**src/design/bpq_pkg.sv**
```systemverilog
// ----------------------------------------------------------------------------
// bpq_pkg
// Shared codes and controller/datapath interface types for the bucketed
// priority queue.
// ----------------------------------------------------------------------------
package bpq_pkg;

  // Operation codes on func
  localparam logic [1:0] FUNC_ENQ = 2'd0;
  localparam logic [1:0] FUNC_DEQ = 2'd1;
  localparam logic [1:0] FUNC_REM = 2'd2;
  localparam logic [1:0] FUNC_CLR = 2'd3;

  // Result status codes
  localparam logic [1:0] ST_DONE = 2'd0;
  localparam logic [1:0] ST_MISS = 2'd1;
  localparam logic [1:0] ST_HIGH = 2'd2;

  localparam logic [5:0] MAX_LEVEL_RESET = 6'd63;

  // Datapath commands issued by the controller
  typedef struct packed {
    logic load;       // capture the incoming transaction
    logic take_head;  // capture the bucket head read for dequeue
    logic sel_cur;    // address bucket memories with the working level
    logic unlink;     // apply unlink writes
    logic append;     // apply append writes
    logic load_out;   // move the result into the output register
  } cmd_t;

  // Datapath status seen by the controller
  typedef struct packed {
    logic lvl_high;    // requested level above max_level or not below the level count
    logic id_out;      // entry_id beyond the pool
    logic id_queued;   // entry_id currently queued
    logic mask_empty;  // no bucket holds entries
    logic op_enq;      // captured operation is an enqueue
  } stat_t;

endpackage

```
**src/design/bpq_ctrl.sv**
```systemverilog
// ----------------------------------------------------------------------------
// bpq_ctrl
// Operation sequencer: walks each transaction through the read, unlink and
// append steps and hands the result to the output register.
// ----------------------------------------------------------------------------
module bpq_ctrl (
  input  logic            clk,
  input  logic            rst,
  input  logic            in_valid,
  output logic            in_stall,
  input  logic [1:0]      func,
  output logic            out_valid,
  input  logic            out_stall,
  input  bpq_pkg::stat_t  stat,
  output bpq_pkg::cmd_t   cmd
);

  typedef enum logic [8:0] {
    S_IDLE    = 9'b000000001,
    S_D_READ  = 9'b000000010,
    S_D_TAKE  = 9'b000000100,
    S_U_READ1 = 9'b000001000,
    S_U_READ2 = 9'b000010000,
    S_U_WRITE = 9'b000100000,
    S_A_READ  = 9'b001000000,
    S_A_WRITE = 9'b010000000,
    S_FINISH  = 9'b100000000
  } state_t;

  state_t state, state_next;
  logic   accept;
  logic   out_free;

  assign in_stall = (state != S_IDLE);
  assign accept   = in_valid && (state == S_IDLE);
  assign out_free = !out_valid || !out_stall;

  always_comb begin
    state_next = state;
    cmd        = '0;
    unique case (state)
      S_IDLE: begin
        if (accept) begin
          cmd.load = 1'b1;
          unique case (func)
            bpq_pkg::FUNC_ENQ: begin
              if (stat.lvl_high || stat.id_out) begin
                state_next = S_FINISH;
              end else if (stat.id_queued) begin
                state_next = S_U_READ1;
              end else begin
                state_next = S_A_READ;
              end
            end
            bpq_pkg::FUNC_DEQ: begin
              state_next = stat.mask_empty ? S_FINISH : S_D_READ;
            end
            bpq_pkg::FUNC_REM: begin
              state_next = (stat.id_out || !stat.id_queued) ? S_FINISH : S_U_READ1;
            end
            default: begin
              state_next = S_FINISH;
            end
          endcase
        end
      end
      S_D_READ: begin
        cmd.sel_cur = 1'b1;
        state_next  = S_D_TAKE;
      end
      S_D_TAKE: begin
        cmd.sel_cur   = 1'b1;
        cmd.take_head = 1'b1;
        state_next    = S_U_READ1;
      end
      S_U_READ1: begin
        state_next = S_U_READ2;
      end
      S_U_READ2: begin
        state_next = S_U_WRITE;
      end
      S_U_WRITE: begin
        cmd.unlink = 1'b1;
        state_next = stat.op_enq ? S_A_READ : S_FINISH;
      end
      S_A_READ: begin
        cmd.sel_cur = 1'b1;
        state_next  = S_A_WRITE;
      end
      S_A_WRITE: begin
        cmd.sel_cur = 1'b1;
        cmd.append  = 1'b1;
        state_next  = S_FINISH;
      end
      S_FINISH: begin
        if (out_free) begin
          cmd.load_out = 1'b1;
          state_next   = S_IDLE;
        end
      end
      default: begin
        state_next = S_IDLE;
      end
    endcase
  end

  always_ff @(posedge clk) begin
    if (rst) begin
      state     <= S_IDLE;
      out_valid <= 1'b0;
    end else begin
      state <= state_next;
      if (cmd.load_out) begin
        out_valid <= 1'b1;
      end else if (!out_stall) begin
        out_valid <= 1'b0;
      end
    end
  end

endmodule

```
**config.mk**
```make
export PLATFORM = sky130hd
export DESIGN_NAME = bpq_ctrl
export DESIGN_NICKNAME = d
export VERILOG_FILES = /design/src/design/bpq_pkg.sv /design/src/design/bpq_ctrl.sv
export SDC_FILE = /design/constraint.sdc
export NUM_CORES = 1
export LEC_CHECK = 0
export ABC_AREA = 1
export BUFFER_PORTS_ARGS = -buffer_cell sky130_fd_sc_hd__buf_2
export CAP_MARGIN = 20
export CORE_UTILIZATION = 54
export CTS_CLUSTER_SIZE = 24
export DETAILED_ROUTE_END_ITERATION = 10
export HOLD_SLACK_MARGIN = 0.12
export PLACE_DENSITY = 0.77
export SYNTH_ARGS = -nofsm -noshare
export SYNTH_HDL_FRONTEND = slang
export SYNTH_SLANG_ARGS = --single-unit
```
**constraint.sdc**
```tcl
create_clock -name clk -period 3.5 [get_ports clk]
set_clock_uncertainty 0.05 [all_clocks]
set_input_delay 0.175 -clock clk [delete_from_list [all_inputs] [get_ports clk]]
set_output_delay 0.175 -clock clk [all_outputs]
set_load 0.01 [all_outputs]
```
-- Word level (Yosys, flattened, before mapping)
Index checks and enable logic that the tools add are counted.
- eq/ne operators: 15
- muxes and demuxes: 19
- reduce and logical (&&, ||, !) cells: 10
- operators by type and width (cell ; number):
    one-hot mux 9 bit (9 select lines) ; 1
    2-to-1 mux 9 bit ; 6
    one-hot mux 9 bit (3 select lines) ; 1
    2-to-1 mux 1 bit ; 10
    == test 9 x 1 -> 1 bit, second input constant ; 1
    == test 9 x 2 -> 1 bit, second input constant ; 1
    == test 9 x 3 -> 1 bit, second input constant ; 1
    == test 9 x 4 -> 1 bit, second input constant ; 1
    == test 9 x 5 -> 1 bit, second input constant ; 1
    == test 9 x 6 -> 1 bit, second input constant ; 1
    == test 9 x 7 -> 1 bit, second input constant ; 1
    == test 9 x 8 -> 1 bit, second input constant ; 1
    == test 9 bit, second input constant ; 1
    inequality test 9 x 1 -> 1 bit, second input constant ; 1
    2-to-1 mux 7 bit ; 1
    inequality test 2 bit, second input constant ; 2
    OR reduction 4 bit ; 1
    zero test 1 bit ; 3
    logical OR 1 bit ; 3
    == test 2 x 1 -> 1 bit, second input constant ; 1
    == test 2 bit, second input constant ; 1
    zero test 2 bit ; 1
    inequality test 2 x 1 -> 1 bit, second input constant ; 1
    AND reduction 2 bit ; 1
    logical AND 1 bit ; 1
- register bits after elaboration: 10
- input port bits: 11
- logic and storage cells: 46

-- Logic depth before layout (Yosys ltp)
- depth in word-level cells: 6
- gate-level depth with buffers: 10
- depth with buffers taken out: 10

-- Worst setup path before layout
OpenSTA, ideal clock, no wires.
- kind: register to register
- start point: register state[0]
- end point: register state[0]
- arrival: 1039 ps
- data required time: 3336 ps
- slack: 2297 ps
- stages on the path, launching flop included: 11
- period minus slack after synthesis: 1203 ps
- path through: dfxtp_1 -> nor2_2 -> nand2_2 -> nor2_8 -> nand2_1 -> nand2_1 -> nor2_2 -> nand2_4 -> nand2_4 -> nand2_1 -> nand2_1
- longest elaborated chain between the ends: 4
- elaborated cells on any way between the ends: 14
- ends and longest elaborated chain (element ; RTL line ; text):
    start, declared ; bpq_ctrl.sv:30 ; state_t state, state_next;
    start signal, assigned ; bpq_ctrl.sv:112 ; state <= state_next;
    == test 9 x 1 -> 1 bit ; bpq_ctrl.sv:35, bpq_ctrl.sv:41 ;
    logical AND 1 bit ; bpq_ctrl.sv:35 ; assign accept = in_valid && (state == S_IDLE);
    inequality test 2 bit (no line) ; n/a ;
    AND reduction 2 bit (no line) ; n/a ;
Parallel ways exist; a longest one is shown, timed or not.
A chain may end at the register's enable or synchronous reset.

==> out/metrics.yaml <==
slew_violations: 0
fin_nets: 151
clk_pin_slew_worst_paths_ns: 0.07
cts_tree: "built"
hp-class: "input port to flip-flop"
reg2reg_depth: 9
setup_tns_ns: 0
drv_cap: 0
syn_area_um2: 743
fp-row-count: 13
rsz0062_at_grt: "false"
r2r-end: "state[0]$_SDFFE_PP1P_"
port_buffers: 18
cts-root-buf: "clkbuf_4"
antenna_found_initial: 0
cts-buffers-inserted: 3
grt_overflow: 0
drive_above_1_share: 0.331
hold_viol: 0
post-dp-hpwl_um: 1260
slew_headroom: 0.799
cts.sinks: 10
firstDrtPassIters: 4
r2r-start: "state[2]$_SDFFE_PP0P_"
r2r_setup_slack_ns: 2.15
ioPinCount: 19
vdd_drop_max_uv: 266
crit_end: "cmd[3]"
wl_um: 1500
holdBufCountCts: 0
grt_usage: 0.229
dr_total_vias: 740
place_area_um2: 852
drcViolationCount: 0
wl_per_cell_um: 9.76
fin_area_um2: 888
grt_pass1_wl_um: 2330
yosys_warnings: 0
cp-startpoint: "state[6]$_SDFFE_PP0P_"
num_antenna_cells: 0
detail-route-antenna-nets: 0
cp.arrival_ns: 1.42
clkLatencyLatePin_ns: 0.27
outcome: "complete, no violations"
synth_seq_area_share: 0.269
die_area_um2: 1530
dr.first_iter.drc_count: 7
synth_cells: 117
cts_resized: 0
die_w_um: 39.1
worstMarginPinSlew_ns: 0.300
setup_viol_count_final: 0
start_kind: "flip-flop"
cts_setup_buffers: 0
synth-seq-cells: 10
clk_path_buf_depth: 2
syn_to_final_growth_pct: 19.5
crit_type: "flip-flop to output port"
h-tree-depth: 1
avgViaCountPerCell: 4.81
syn_nets: 128
worstSetupEndpointType: "output port"
cp.required_ns: 3.27
fin_crit_sh: 0.469
avgSynthCellArea_um2: 6.35
coreArea_um2: 1280
holdWs_ns: 0.125
synth_cell_types: 18
fin_crit_ns: 1.64
fmax_ghz: 0.610
leakage_nw: 0.543
start_util: 0.578
powerDensity_nw_per_um2: 393
chipHeight_um: 39.1
cp_max_fo: 5
grt_max_degree: 8
grt_pass1_vias: 600
routabilityCongestion: 0.835
-- layer usage --
| metal | vias to the layer above | wire (um) | track usage |
|---|---|---|---|
| met4 | 0 | 21 | 0.103 |
| met2 | 23 | 699 | 0.367 |
| met1 | 312 | 726 | 0.286 |
| met3 | 3 | 55 | 0.0520 |
| li1 | 402 | - | - |
| met5 | - | 0 | 0 |
-- through the flow --
step,instances,power (W),util,setup slack [ns]
2_1_floorplan,117,0.000218,-,2.30
6_report,154,0.000350,0.691,1.86
3_3_place_gp,150,0.000245,0.663,2.16
3_5_place_dp,150,0.000246,0.663,2.14
5_1_grt,154,0.000369,0.691,1.75
4_1_cts,154,0.000350,0.691,1.84
-- worst max-delay path, stage by stage, from the launching register on --
cell and delay [ns]:
dfxtp_1 0.35, nor2_1 0.06, nand2_2 0.11, inv_2 0.07, nand3_1 0.14, nand2_2 0.06
nor2_2 0.16, inv_1 0.05, buf_2 0.14
-- cell usage in the layout (no fill, tap or decap) --
| cell | n |
|---|---|
| nand3_1 | 10 |
| nor3b_2 | 1 |
| nor3_2 | 3 |
| o2111ai_1 | 1 |
| nand2_4 | 5 |
| nand2_1 | 22 |
| nor2_2 | 4 |
| clkbuf_8 | 1 |
| nor2_8 | 1 |
| buf_2 | 18 |
| nand2_2 | 6 |
| o21ai_0 | 2 |
| inv_1 | 22 |
| nand4_1 | 3 |
| a21oi_1 | 2 |
| dfxtp_1 | 10 |
| clkbuf_4 | 3 |
| nor3_1 | 1 |
| nor2_1 | 19 |
| nand3b_1 | 1 |
| inv_2 | 4 |
-- Yosys cell counts --
| cell | instances | area (um2) |
|---|---|---|
| nor3_2 | 3 | 30.0 |
| nor2_8 | 1 | 20.0 |
| inv_2 | 4 | 15.0 |
| o21ai_0 | 2 | 10.0 |
| nor2_1 | 19 | 71.3 |
| nand3_1 | 10 | 50.1 |
| nor3_1 | 1 | 5.00 |
| o2111ai_1 | 1 | 8.76 |
| nand2_2 | 6 | 37.5 |
| nor2_2 | 4 | 25.0 |
| nand4_1 | 3 | 18.8 |
| nor3b_2 | 1 | 12.5 |
| inv_1 | 22 | 82.6 |
| nand3b_1 | 1 | 7.51 |
| nand2_1 | 22 | 82.6 |
| nand2_4 | 5 | 56.3 |
| a21oi_1 | 2 | 10.0 |
| dfxtp_1 | 10 | 200 |
-- sequential cells by signal (all words and copies together), names as in the netlist --
name and cells:
state 9, out_valid 1
-- final cells by class --
class	count	area, um2
well taps	15	18.8
repair buffers	18	90.1
clock buffers	4	36.3
inverters	26	97.6
flip-flops and latches	10	200
multi-input cells	81	445
fillers	119	397
-- where the power goes --
| group | internal (W) | switching [W] |
|---|---|---|
| registers | 0.000119 | 0.00000520 |
| clock network | 0.0000633 | 0.0000422 |
| logic | 0.0000430 | 0.0000767 |
-- worst min-delay path by stage --
stage               from                     end  depth (start not counted)
6_report       out_stall  out_valid$_SDFFE_PP0P_                          3
5_1_grt              rst  out_valid$_SDFFE_PP0P_                          2
4_1_cts              rst   state[8]$_SDFFE_PP0P_                          2
3_5_place_dp         rst   state[8]$_SDFFE_PP0P_                          2
3_3_place_gp   out_stall  out_valid$_SDFFE_PP0P_                          3
2_1_floorplan        rst  out_valid$_SDFFE_PP0P_                          1
-- cells by family (layout without fill, tap and decap cells) --
group	count (synthesis)	in the layout	share of synthesized area
and+or+nand+nor	76	76	0.561
buffers and inverters	26	48	0.131
DFF	10	10	0.269
AOI/OAI and AO/OA	5	5	0.0387
No activity file was read; power rests on OpenSTA's default activity.
